===== src/hw/rtl/ght_pkg.sv =====
// shared constants and codes for the generational handle table
package ght_pkg;

   localparam int SLOTS      = 32;
   localparam int DATA_WIDTH = 32;
   localparam int IDX_W      = $clog2(SLOTS);
   localparam int POS_W      = $clog2(SLOTS + 1);

   localparam int KIND_W     = 3;
   localparam int HIDX_W     = 5;
   localparam int REV_W      = 32;
   localparam int VAL_W      = 32;

   localparam int REQ_DATA_W = ((HIDX_W + REV_W + VAL_W + 7) / 8) * 8;
   localparam int RSP_DATA_W = ((HIDX_W + REV_W + VAL_W + 7) / 8) * 8;

   typedef enum logic [KIND_W-1:0] {
      KIND_ADD        = 3'd0,
      KIND_GET        = 3'd1,
      KIND_REMOVE     = 3'd2,
      KIND_ITER_START = 3'd3,
      KIND_ITER_NEXT  = 3'd4
   } kind_type;

endpackage


===== src/hw/rtl/generational_handle_table_top.sv =====
// generational handle table: slot allocation, checked lookup and removal, used-slot iteration
//
//  channel  dir  tdata (low bit up)                                  tuser
//  req_     in   slot_index[4:0], handle_revision[36:5],             kind[2:0]
//                entry_value[68:37], zero pad to 72
//  rsp_     out  out_index[4:0], out_revision[36:5],                 ok[0]
//                out_value[68:37], zero pad to 72
//
// in-range get and remove go through S_READ and S_CHECK; iterator start, unknown kinds go to S_DONE
// add and iterator next: S_SCAN steps through the used flags with the single slot compare and
//   increment step, then S_READ and S_CHECK when a slot is found, or S_DONE when the scan runs out
// reset clears the used flags, the valid bits of both tables and the scan position
// a new beat is taken while a finished result still waits on rsp_tready
module generational_handle_table_top
   import ght_pkg::*;
(
   input  logic                  clock,
   input  logic                  reset,
   input  logic                  req_tvalid,
   output logic                  req_tready,
   input  logic [REQ_DATA_W-1:0] req_tdata,   // slot_index, handle_revision, entry_value
   input  logic [KIND_W-1:0]     req_tuser,   // kind
   output logic                  rsp_tvalid,
   input  logic                  rsp_tready,
   output logic [RSP_DATA_W-1:0] rsp_tdata,   // out_index, out_revision, out_value
   output logic                  rsp_tuser    // ok
);

   typedef enum logic [2:0] {
      S_IDLE,
      S_SCAN,
      S_READ,
      S_CHECK,
      S_DONE
   } state_type;

   state_type              state_ff;
   logic [KIND_W-1:0]      kind_ff;
   logic [REV_W-1:0]       rev_ff;
   logic [DATA_WIDTH-1:0]  val_ff;
   logic [IDX_W-1:0]       addr_ff;
   logic [POS_W-1:0]       ptr_ff;
   logic [POS_W-1:0]       scan_pos_ff;
   logic [SLOTS-1:0]       used_ff;
   logic [SLOTS-1:0]       rev_vld_ff;
   logic [SLOTS-1:0]       data_vld_ff;

   logic                   res_ok_ff;
   logic [HIDX_W-1:0]      res_idx_ff;
   logic [REV_W-1:0]       res_rev_ff;
   logic [VAL_W-1:0]       res_val_ff;

   logic                   rsp_tvalid_ff;
   logic                   rsp_ok_ff;
   logic [HIDX_W-1:0]      rsp_idx_ff;
   logic [REV_W-1:0]       rsp_rev_ff;
   logic [VAL_W-1:0]       rsp_val_ff;

   logic [REV_W-1:0]       rev_mem [SLOTS];
   logic [DATA_WIDTH-1:0]  data_mem [SLOTS];
   logic [REV_W-1:0]       rev_rd_ff;
   logic [DATA_WIDTH-1:0]  data_rd_ff;

   logic                   rev_we;
   logic [REV_W-1:0]       rev_wdata;
   logic                   data_we;
   logic [IDX_W-1:0]       data_waddr;

   logic                   accept;
   logic                   rsp_load;
   logic [HIDX_W-1:0]      in_idx;
   logic [REV_W-1:0]       in_rev;
   logic [VAL_W-1:0]       in_val;
   logic                   in_range;
   logic                   ptr_end;
   logic [IDX_W-1:0]       ptr_idx;
   logic                   ptr_hit;
   logic [POS_W-1:0]       ptr_inc;
   logic [REV_W-1:0]       rev_q;
   logic [DATA_WIDTH-1:0]  data_q;
   logic                   rev_match;

   assign in_idx   = req_tdata[HIDX_W-1:0];
   assign in_rev   = req_tdata[HIDX_W+REV_W-1:HIDX_W];
   assign in_val   = req_tdata[HIDX_W+REV_W+VAL_W-1:HIDX_W+REV_W];
   assign in_range = 32'(in_idx) < 32'(SLOTS);

   assign req_tready = (state_ff == S_IDLE);
   assign accept     = req_tvalid && req_tready;
   assign rsp_load   = (state_ff == S_DONE) && (!rsp_tvalid_ff || rsp_tready);

   // shared scan step: one slot compare and increment per cycle
   assign ptr_end = (ptr_ff == POS_W'(SLOTS));
   assign ptr_idx = ptr_ff[IDX_W-1:0];
   assign ptr_inc = ptr_ff + POS_W'(1);
   assign ptr_hit = (kind_ff == KIND_ADD) ? !used_ff[ptr_idx] : used_ff[ptr_idx];

   assign rev_q     = rev_vld_ff[addr_ff] ? rev_rd_ff : '0;
   assign data_q    = data_vld_ff[addr_ff] ? data_rd_ff : '0;
   assign rev_match = (rev_q == rev_ff);

   assign rev_we     = (state_ff == S_CHECK) && (kind_ff == KIND_REMOVE) && rev_match;
   assign rev_wdata  = rev_q + REV_W'(1);
   assign data_we    = (state_ff == S_SCAN) && (kind_ff == KIND_ADD) && !ptr_end && ptr_hit;
   assign data_waddr = ptr_idx;

   always_ff @(posedge clock) begin
      if (rev_we) begin
         rev_mem[addr_ff] <= rev_wdata;
      end
      if (data_we) begin
         data_mem[data_waddr] <= val_ff;
      end
      rev_rd_ff  <= rev_mem[addr_ff];
      data_rd_ff <= data_mem[addr_ff];
   end

   always_ff @(posedge clock) begin
      if (reset) begin
         state_ff      <= S_IDLE;
         kind_ff       <= '0;
         rev_ff        <= '0;
         val_ff        <= '0;
         addr_ff       <= '0;
         ptr_ff        <= '0;
         scan_pos_ff   <= '0;
         used_ff       <= '0;
         rev_vld_ff    <= '0;
         data_vld_ff   <= '0;
         res_ok_ff     <= 1'b0;
         res_idx_ff    <= '0;
         res_rev_ff    <= '0;
         res_val_ff    <= '0;
         rsp_tvalid_ff <= 1'b0;
         rsp_ok_ff     <= 1'b0;
         rsp_idx_ff    <= '0;
         rsp_rev_ff    <= '0;
         rsp_val_ff    <= '0;
      end else begin
         if (rsp_load) begin
            rsp_tvalid_ff <= 1'b1;
         end else if (rsp_tready) begin
            rsp_tvalid_ff <= 1'b0;
         end
         case (state_ff)
            S_IDLE: begin
               if (accept) begin
                  kind_ff    <= req_tuser;
                  rev_ff     <= in_rev;
                  val_ff     <= DATA_WIDTH'(in_val);
                  addr_ff    <= IDX_W'(in_idx);
                  res_ok_ff  <= (req_tuser == KIND_ITER_START);
                  res_idx_ff <= '0;
                  res_rev_ff <= '0;
                  res_val_ff <= '0;
                  case (req_tuser)
                     KIND_ADD: begin
                        ptr_ff   <= '0;
                        state_ff <= S_SCAN;
                     end
                     KIND_GET, KIND_REMOVE: begin
                        state_ff <= in_range ? S_READ : S_DONE;
                     end
                     KIND_ITER_START: begin
                        scan_pos_ff <= '0;
                        state_ff    <= S_DONE;
                     end
                     KIND_ITER_NEXT: begin
                        ptr_ff   <= scan_pos_ff;
                        state_ff <= S_SCAN;
                     end
                     default: begin
                        state_ff <= S_DONE;
                     end
                  endcase
               end
            end
            S_SCAN: begin
               if (ptr_end) begin
                  state_ff <= S_DONE;
               end else begin
                  ptr_ff <= ptr_inc;
                  if (kind_ff == KIND_ITER_NEXT) begin
                     scan_pos_ff <= ptr_inc;
                  end
                  if (ptr_hit) begin
                     addr_ff  <= ptr_idx;
                     state_ff <= S_READ;
                     if (kind_ff == KIND_ADD) begin
                        used_ff[ptr_idx]     <= 1'b1;
                        data_vld_ff[ptr_idx] <= 1'b1;
                     end
                  end
               end
            end
            S_READ: begin
               state_ff <= S_CHECK;
            end
            S_CHECK: begin
               state_ff <= S_DONE;
               case (kind_ff)
                  KIND_ADD: begin
                     res_ok_ff  <= 1'b1;
                     res_idx_ff <= HIDX_W'(addr_ff);
                     res_rev_ff <= rev_q;
                  end
                  KIND_GET: begin
                     res_ok_ff  <= rev_match;
                     res_val_ff <= rev_match ? VAL_W'(data_q) : '0;
                  end
                  KIND_REMOVE: begin
                     res_ok_ff <= rev_match;
                     if (rev_match) begin
                        used_ff[addr_ff]    <= 1'b0;
                        rev_vld_ff[addr_ff] <= 1'b1;
                     end
                  end
                  KIND_ITER_NEXT: begin
                     res_ok_ff  <= 1'b1;
                     res_idx_ff <= HIDX_W'(addr_ff);
                     res_val_ff <= VAL_W'(data_q);
                  end
                  default: begin
                     res_ok_ff <= 1'b0;
                  end
               endcase
            end
            S_DONE: begin
               if (rsp_load) begin
                  rsp_ok_ff     <= res_ok_ff;
                  rsp_idx_ff    <= res_idx_ff;
                  rsp_rev_ff    <= res_rev_ff;
                  rsp_val_ff    <= res_val_ff;
                  state_ff      <= S_IDLE;
               end
            end
            default: begin
               state_ff <= S_IDLE;
            end
         endcase
      end
   end

   assign rsp_tvalid = rsp_tvalid_ff;
   assign rsp_tuser  = rsp_ok_ff;
   assign rsp_tdata  = RSP_DATA_W'({rsp_val_ff, rsp_rev_ff, rsp_idx_ff});

   scan_pos_bound: assert property (@(posedge clock) disable iff (reset)
      scan_pos_ff <= POS_W'(SLOTS))
      else $error("scan position past table end");

   busy_after_beat: assert property (@(posedge clock) disable iff (reset)
      accept |=> !req_tready)
      else $error("ready held after an accepted beat");

   fail_clears_fields: assert property (@(posedge clock) disable iff (reset)
      rsp_tvalid && !rsp_tuser |-> rsp_tdata == '0)
      else $error("failed result carries nonzero fields");

   add_marks_used: assert property (@(posedge clock) disable iff (reset)
      state_ff == S_CHECK && kind_ff == KIND_ADD |-> used_ff[addr_ff])
      else $error("added slot not marked used");

endmodule


===== config.mk =====
export PLATFORM = sky130hd
export DESIGN_NAME = generational_handle_table_top
export DESIGN_NICKNAME = d
export VERILOG_FILES = /design/src/hw/rtl/ght_pkg.sv /design/src/hw/rtl/generational_handle_table_top.sv
export SDC_FILE = /design/constraint.sdc
export NUM_CORES = 2
export LEC_CHECK = 0
export ABC_CLOCK_PERIOD_IN_PS = 13100
export BUFFER_PORTS_ARGS = -buffer_cell sky130_fd_sc_hd__buf_2
export CAP_MARGIN = 5
export CORE_ASPECT_RATIO = 1.1
export CORE_UTILIZATION = 50
export CTS_CLUSTER_SIZE = 30
export DETAILED_ROUTE_END_ITERATION = 8
export PLACE_DENSITY_LB_ADDON = 0.2
export SLEW_MARGIN = 10
export SYNTH_ARGS = -nofsm -noshare
export SYNTH_HDL_FRONTEND = slang
export SYNTH_SLANG_ARGS = --single-unit

===== constraint.sdc =====
create_clock -name clock -period 13.1 [get_ports clock]
set_input_delay 1.31 -clock clock [delete_from_list [all_inputs] [get_ports clock]]
set_output_delay 1.31 -clock clock [all_outputs]
set_load 0.01 [all_outputs]

### After elaboration in Yosys (flattened, before gate mapping)

Memory sizes are Yosys's and may differ from the RTL's. A register that Yosys moved wholly into a read port is not among the register bits.
Index checks and enable logic that the tools add are counted.

* bits in registers: 324
* latch bits: 0
* RAM bits: 2048
* memory bits (read-only): 0
* input bits: 79
* output and inout bits: 75
* word-level logic and storage cells: 153
* memories: 2

Memory list
* data_mem: depth 32, bits a word 32, rd ports 1, clocked after memory_dff 1, wr ports 1, RTL line generational_handle_table_top.sv:60 `logic [DATA_WIDTH-1:0] data_mem [SLOTS];`
* rev_mem: depth 32, bits a word 32, rd ports 1, clocked after memory_dff 1, wr ports 1, RTL line generational_handle_table_top.sv:59 `logic [REV_W-1:0] rev_mem [SLOTS];`

* add/subtract/negate cells: 2
* $mul: 0
* div/mod/pow operators: 0
* $lt $le $gt $ge: 4
* eq/ne operators: 27
* shift operators: 0
* mux-type cells: 56
* bitwise logic cells: 6
* reduce and logical (&&, ||, !) cells: 37

Operator list (number)
* $mux W32: 10
* $pmux W32 S2: 4
* $or A32 B32 Y32: 3
* $mux W6: 6
* $pmux W6 S2: 3
* $add A32 B1 Y32 const B: 1
* $and A32 B32 Y32: 1
* $eq A32 B32 Y1: 1
* $not A32 Y32: 1
* $mux W5: 5
* $pmux W5 S2: 2
* $bmux W1 S5: 3
* $eq A3 B2 Y1 const B: 5
* $pmux W3 S5: 1
* $reduce_and A3 Y1: 5
* $mux W1: 13
* $lt A5 B6 Y1 const B: 2
* $mux W3: 4
* $ne A2 B1 Y1 const B: 6
* $reduce_and A4 Y1: 3
* $demux W1 S5: 2
* $ge A5 B1 Y1 const B: 2
* $ne A2 B2 Y1 const B: 5
* $eq A3 B1 Y1 const B: 3
* 17 further kinds: 41

### Depth between registers and ports, before layout

* word-level depth: 9
* mapped depth: 20
* gate-level depth less buffers: 16

### Least setup slack after synthesis

Ideal clock, no wire load.

* path kind: register to register
* start point: register addr_ff[4]
* end point: memory rev_mem[22][0], enable pin
* setup time: 0.461 ns
* arrival time: 4.928 ns
* required time: 12.639 ns
* setup slack: 7.711 ns
* stages on the path, launching flop included: 14
* path buffers: 4
* period minus slack after synthesis: 5.389 ns
* cell sequence: dfxtp_1 -> buf_2 -> or2_1 -> buf_2 -> nor4_1 -> nor4_1 -> and4_4 -> buf_2 -> nor4_1 -> a21oi_1 -> a2111oi_2 -> nand4_1 -> buf_2 -> nor3_1

* word-level cells in the longest chain between the ends: 7

Ends and longest elaborated chain
* from (decl): RTL line generational_handle_table_top.sv:41 `logic [IDX_W-1:0] addr_ff;`
* from (signal assigned): RTL line generational_handle_table_top.sv:151 `addr_ff <= IDX_W'(in_idx);`
* from (signal assigned): RTL line generational_handle_table_top.sv:187 `addr_ff <= ptr_idx;`
* $bmux W1 S5: RTL line generational_handle_table_top.sv:98 `assign rev_q = rev_vld_ff[addr_ff] ? rev_rd_ff : '0;`
* $mux W1 (not written as such): RTL line generational_handle_table_top.sv:98
* $mux W32: RTL line generational_handle_table_top.sv:98
* $eq A32 B32 Y1: RTL line generational_handle_table_top.sv:100 `assign rev_match = (rev_q == rev_ff);`
* $logic_and A1 B1 Y1: RTL line generational_handle_table_top.sv:102 `assign rev_we = (state_ff == S_CHECK) && (kind_ff == KIND_REMOVE) && rev_match;`
* $mux W1: RTL line generational_handle_table_top.sv:108 `if (rev_we) begin`
* $mux W1 (not written as such): RTL line generational_handle_table_top.sv:109 `rev_mem[addr_ff] <= rev_wdata;`
* to (decl): RTL line generational_handle_table_top.sv:59

Several ways; a longest one is shown, not always the timed one. The select of a mux whose other input is x is not followed.

### Worst setup path in the final report

* start point: register addr_ff[1]
* end point: memory rev_mem[2][30], data pin

* word-level cells in the longest chain between the ends: 4

Ends and longest elaborated chain
* $bmux W1 S5: RTL line generational_handle_table_top.sv:98
* $mux W1 (not written as such): RTL line generational_handle_table_top.sv:98
* $mux W32: RTL line generational_handle_table_top.sv:98
* $add A32 B1 Y32: RTL line generational_handle_table_top.sv:103 `assign rev_wdata = rev_q + REV_W'(1);`
* named net rev_wdata[30]: RTL line generational_handle_table_top.sv:65 `logic [REV_W-1:0] rev_wdata;`

The timed path passes the listed nets, and every way through them passes these cells. The select of a mux whose other input is x is not followed.

==> impl_metrics.sql <==
INSERT INTO impl_metrics (metric_group, metric, value, unit) VALUES
('status', 'run_status', 'finished, final reports clean', ''),
('synthesis', 'synthSimpleGateAreaFrac', '4.62', '%'),
('routing', 'vias', '50400', ''),
('job', 'maxCapViolations', '0', ''),
('placement', 'portBuffers', '147', ''),
('clocking', 'cts-htree-levels', '4', ''),
('synthesis', 'postSynth.asyncResetShare', '0', '%'),
('routing', 'drt-pass1-iter-count', '6', ''),
('sta', 'setup_repair_after_global_routing_missed_its_margin', 'no', ''),
('power_and_ir_drop', 'comb_power_share', '20.7', '%'),
('synthesis', 'synth_edf_count', '2048', ''),
('power_and_ir_drop', 'power.clock.fraction', '32.7', '%'),
('clocking', 'cts_tree', 'done', ''),
('die', 'rows', '165', ''),
('hold_path', 'timing.hold.worst.class', 'reg2reg', ''),
('grt', 'globalRouteOverflowTotal', '0', ''),
('die', 'io_pins', '154', ''),
('grt', 'grt.total_usage', '26.8', '%'),
('die', 'start_util', '50.3', '%'),
('sta', 'layout_min_cycle_time', '7.51', 'ns'),
('routing', 'drt_drc_violations_left', '0', ''),
('sta', 'timing.final.setup_violations', '0', ''),
('final_layout', 'post_route_design_area', '104000', 'µm²'),
('synthesis', 'dominantRegCellSynth', 'sky130_fd_sc_hd__edfxtp_1', ''),
('hold_path', 'timing.hold.worst_path_depth', '2', ''),
('grt', 'first_global_vias', '48900', ''),
('worst_setup_path', 'worst_r2r_endpoint', 'rev_mem[2][30]$_DFFE_PP_', ''),
('worst_setup_path', 'end_kind', 'flop', ''),
('clocking', 'worst_path_clk_slew', '0.06', 'ns'),
('final_layout', 'net_total_in_the_final_layout', '5389', ''),
('routing', 'via_density_per_instance', '6.36', ''),
('die', 'die_height', '453', 'µm'),
('final_layout', 'areaGrowthSynthToFinish', '12.8', '%'),
('synthesis', 'syn-instance-count', '5096', ''),
('clocking', 'cts_repair_resize_count', '0', ''),
('clocking', 'clock-root-buffer', 'sky130_fd_sc_hd__clkbuf_16', ''),
('sta', 'maxClockFrequency', '133', 'MHz'),
('synthesis', 'yosysWarningCount', '0', ''),
('sta', 'final.setup_skew', '0.0380', 'ns'),
('routing', 'route.layer.met1.wl', '103000', 'µm'),
('synthesis', 'synth-adder-area-share', '0.0677', '%'),
('synthesis', 'synth_largest_type_area_fraction', '66.5', '%'),
('clocking', 'clock-sinks', '2436', ''),
('synthesis', 'synth_compound_gate_area_share', '4.78', '%'),
('synthesis', 'mappedNetlistArea', '92400', 'µm²'),
('synthesis', 'avgSynthCellArea', '18.1', 'µm²'),
('clocking', 'post-cts-setup-buffer-count', '0', ''),
('worst_setup_path', 'cp-start-kind', 'flop', ''),
('synthesis', 'synth.ff_latch_count', '2436', ''),
('worst_setup_path', 'critPathLaunch', 'addr_ff[1]$_SDFFE_PP0P_', ''),
('worst_setup_path', 'cp_data_required_time', '13.75', 'ns'),
('die', 'die_width', '412', 'µm'),
('sta', 'timing.setup.tns', '0', 'ns'),
('synthesis', 'largest_family_of_logic_cells_by_synthesized_area', 'multiplexers', ''),
('worst_setup_path', 'r2r_setup_slack', '5.59', 'ns'),
('power_and_ir_drop', 'sequentialPowerShare', '46.5', '%'),
('grt', 'grt_max_degree', '137', ''),
('power_and_ir_drop', 'power.share.switching', '29.3', '%'),
('clocking', 'cts-root-to-sink-buffers', '3', ''),
('worst_setup_path', 'critPathKind', 'reg2reg', ''),
('hold_path', 'holdCritStartpoint', 'rsp_val_ff[31]$_SDFFE_PP0P_', ''),
('synthesis', 'synth_area_leaders', 'sky130_fd_sc_hd__edfxtp_1 67%, sky130_fd_sc_hd__mux4_2 13%, sky130_fd_sc_hd__dfxtp_1 8.4%', ''),
('routing', 'detail_route.wl_per_cell', '31.5', 'µm'),
('routing', 'drtAntennaViolNets', '0', ''),
('final_layout', 'final_common_cell', 'sky130_fd_sc_hd__edfxtp_1', ''),
('clocking', 'cts_inserted_buffers', '224', ''),
('grt', 'grt_antenna_before_repair', '8', ''),
('worst_setup_path', 'worst-endpoint-arrival', '8.16', 'ns'),
('clocking', 'cts_hold_repair.buffers', '0', ''),
('worst_setup_path', 'worst-r2r-cell-count', '20', ''),
('sta', 'relSlewSlack', '15.5', '%');
==> per-stage QoR <==
stage	cells	utilization [%]	worst slack [ns]	hold WS [ns]
after floorplan	5098	-	7.71	0.431
after global placement	7500	52.7	5.74	0.440
after detailed placement	7500	52.7	5.69	0.444
after CTS	7921	56.7	5.66	0.448
after global routing	7922	56.7	5.28	0.468
final	7924	56.7	5.59	0.450
==> cells by family (layout without fill, tap and decap cells) <==
| logic type | count (synthesis) | count (layout) |
|---|---|---|
| AO/OA/AOI/OAI | 658 | 658 |
| AND/OR/NAND/NOR | 990 | 990 |
| flip-flops | 2436 | 2436 |
| other | 1 | 6 |
| adder cells (fa/ha/maj) | 5 | 5 |
| buffers and inverters | 371 | 773 |
| multiplexers | 589 | 589 |
| XOR/XNOR | 46 | 46 |
==> metal layers <==
metal | vias to the layer above | track usage, %
met1 | 26700 | 40.0
met5 | - | 0
met3 | 388 | 5.22
li1 | 20800 | -
met4 | 2 | 7.34
met2 | 2521 | 40.4
==> Yosys cell counts (11+ instances only) <==
| master | count |
|---|---|
| sky130_fd_sc_hd__a21oi_1 | 193 |
| sky130_fd_sc_hd__o21ai_0 | 21 |
| sky130_fd_sc_hd__nor2_1 | 257 |
| sky130_fd_sc_hd__clkbuf_1 | 236 |
| sky130_fd_sc_hd__buf_2 | 28 |
| sky130_fd_sc_hd__mux4_2 | 532 |
| sky130_fd_sc_hd__nand3_1 | 65 |
| sky130_fd_sc_hd__nand4_1 | 30 |
| sky130_fd_sc_hd__and3_1 | 18 |
| sky130_fd_sc_hd__xnor2_1 | 29 |
| sky130_fd_sc_hd__mux2i_1 | 52 |
| sky130_fd_sc_hd__a22oi_1 | 218 |
| sky130_fd_sc_hd__o22ai_1 | 39 |
| sky130_fd_sc_hd__o2111ai_1 | 35 |
| sky130_fd_sc_hd__xor2_1 | 17 |
| sky130_fd_sc_hd__nor3_1 | 54 |
| sky130_fd_sc_hd__a31oi_1 | 11 |
| sky130_fd_sc_hd__nand2_1 | 485 |
| sky130_fd_sc_hd__o21bai_1 | 32 |
| sky130_fd_sc_hd__inv_1 | 50 |
| sky130_fd_sc_hd__a32oi_1 | 34 |
| sky130_fd_sc_hd__buf_1 | 53 |
| sky130_fd_sc_hd__o21ai_1 | 34 |
| sky130_fd_sc_hd__dfxtp_1 | 388 |
| sky130_fd_sc_hd__or3_1 | 13 |
| sky130_fd_sc_hd__edfxtp_1 | 2048 |
==> sequential cells by signal (all words and copies together) (netlist names), 5 cells and up <==
signal,count
rev_ff,32
ptr_ff,6
data_mem,1024
rsp_rev_ff,32
scan_pos_ff,6
data_vld_ff,32
rsp_val_ff,32
rsp_idx_ff,5
addr_ff,5
rev_mem,1024
rev_vld_ff,32
used_ff,32
data_rd_ff,32
res_idx_ff,5
val_ff,32
res_rev_ff,32
rev_rd_ff,32
res_val_ff,32
==> final cells by class <==
class / count / area [µm²]
Fill cell: 13800 / 79500
Sequential cell: 2436 / 69300
Multi-Input combinational cell: 2291 / 22400
Clock buffer: 323 / 6560
Tap cell: 2421 / 3030
Timing Repair Buffer: 302 / 1930
Clock inverter: 98 / 868
Inverter: 50 / 193
Antenna cell: 3 / 7.51
==> worst max path at each step <==
stage               cells past startpoint  slack (ns)                   endpoint
floorplan                              13        7.71   rev_mem[22][0]$_DFFE_PP_
global placement                       18        5.74  rev_mem[30][14]$_DFFE_PP_
detailed placement                     17        5.69  rev_mem[24][14]$_DFFE_PP_
CTS                                    18        5.66  rev_mem[17][14]$_DFFE_PP_
global route                           21        5.28  rev_mem[14][26]$_DFFE_PP_
finish                                 20        5.59   rev_mem[2][30]$_DFFE_PP_
==> critical path, cell delays in order (launching register included) <==
cell,delay (ns)
sky130_fd_sc_hd__dfxtp_4,0.63
sky130_fd_sc_hd__buf_4,0.89
sky130_fd_sc_hd__buf_4,0.86
sky130_fd_sc_hd__mux4_2,0.36
sky130_fd_sc_hd__a32oi_1,0.11
sky130_fd_sc_hd__nand4_1,0.16
sky130_fd_sc_hd__buf_4,0.30
sky130_fd_sc_hd__nand2_1,0.68
sky130_fd_sc_hd__inv_1,0.42
sky130_fd_sc_hd__ha_1,0.34
sky130_fd_sc_hd__nand2_1,0.08
sky130_fd_sc_hd__nor2_1,0.17
sky130_fd_sc_hd__nand3_1,0.22
sky130_fd_sc_hd__or2_2,0.39
sky130_fd_sc_hd__nor4b_1,0.35
sky130_fd_sc_hd__buf_4,0.20
sky130_fd_sc_hd__and3_1,0.30
sky130_fd_sc_hd__nand2_1,0.11
sky130_fd_sc_hd__xor2_1,0.15
sky130_fd_sc_hd__nor2_1,0.17
sky130_fd_sc_hd__buf_4,0.32
==> power by group through the flow <==
stage                     registers, W  clock network [W]  logic, W
after CTS                      0.00930            0.00664   0.00417
after global placement         0.00944                  0   0.00414
after global routing           0.00935            0.00692   0.00442
after floorplan                0.00910                  0   0.00299
final                          0.00932            0.00656   0.00415
after detailed placement       0.00947                  0   0.00416
No activity file was read; power rests on OpenSTA's default activity.
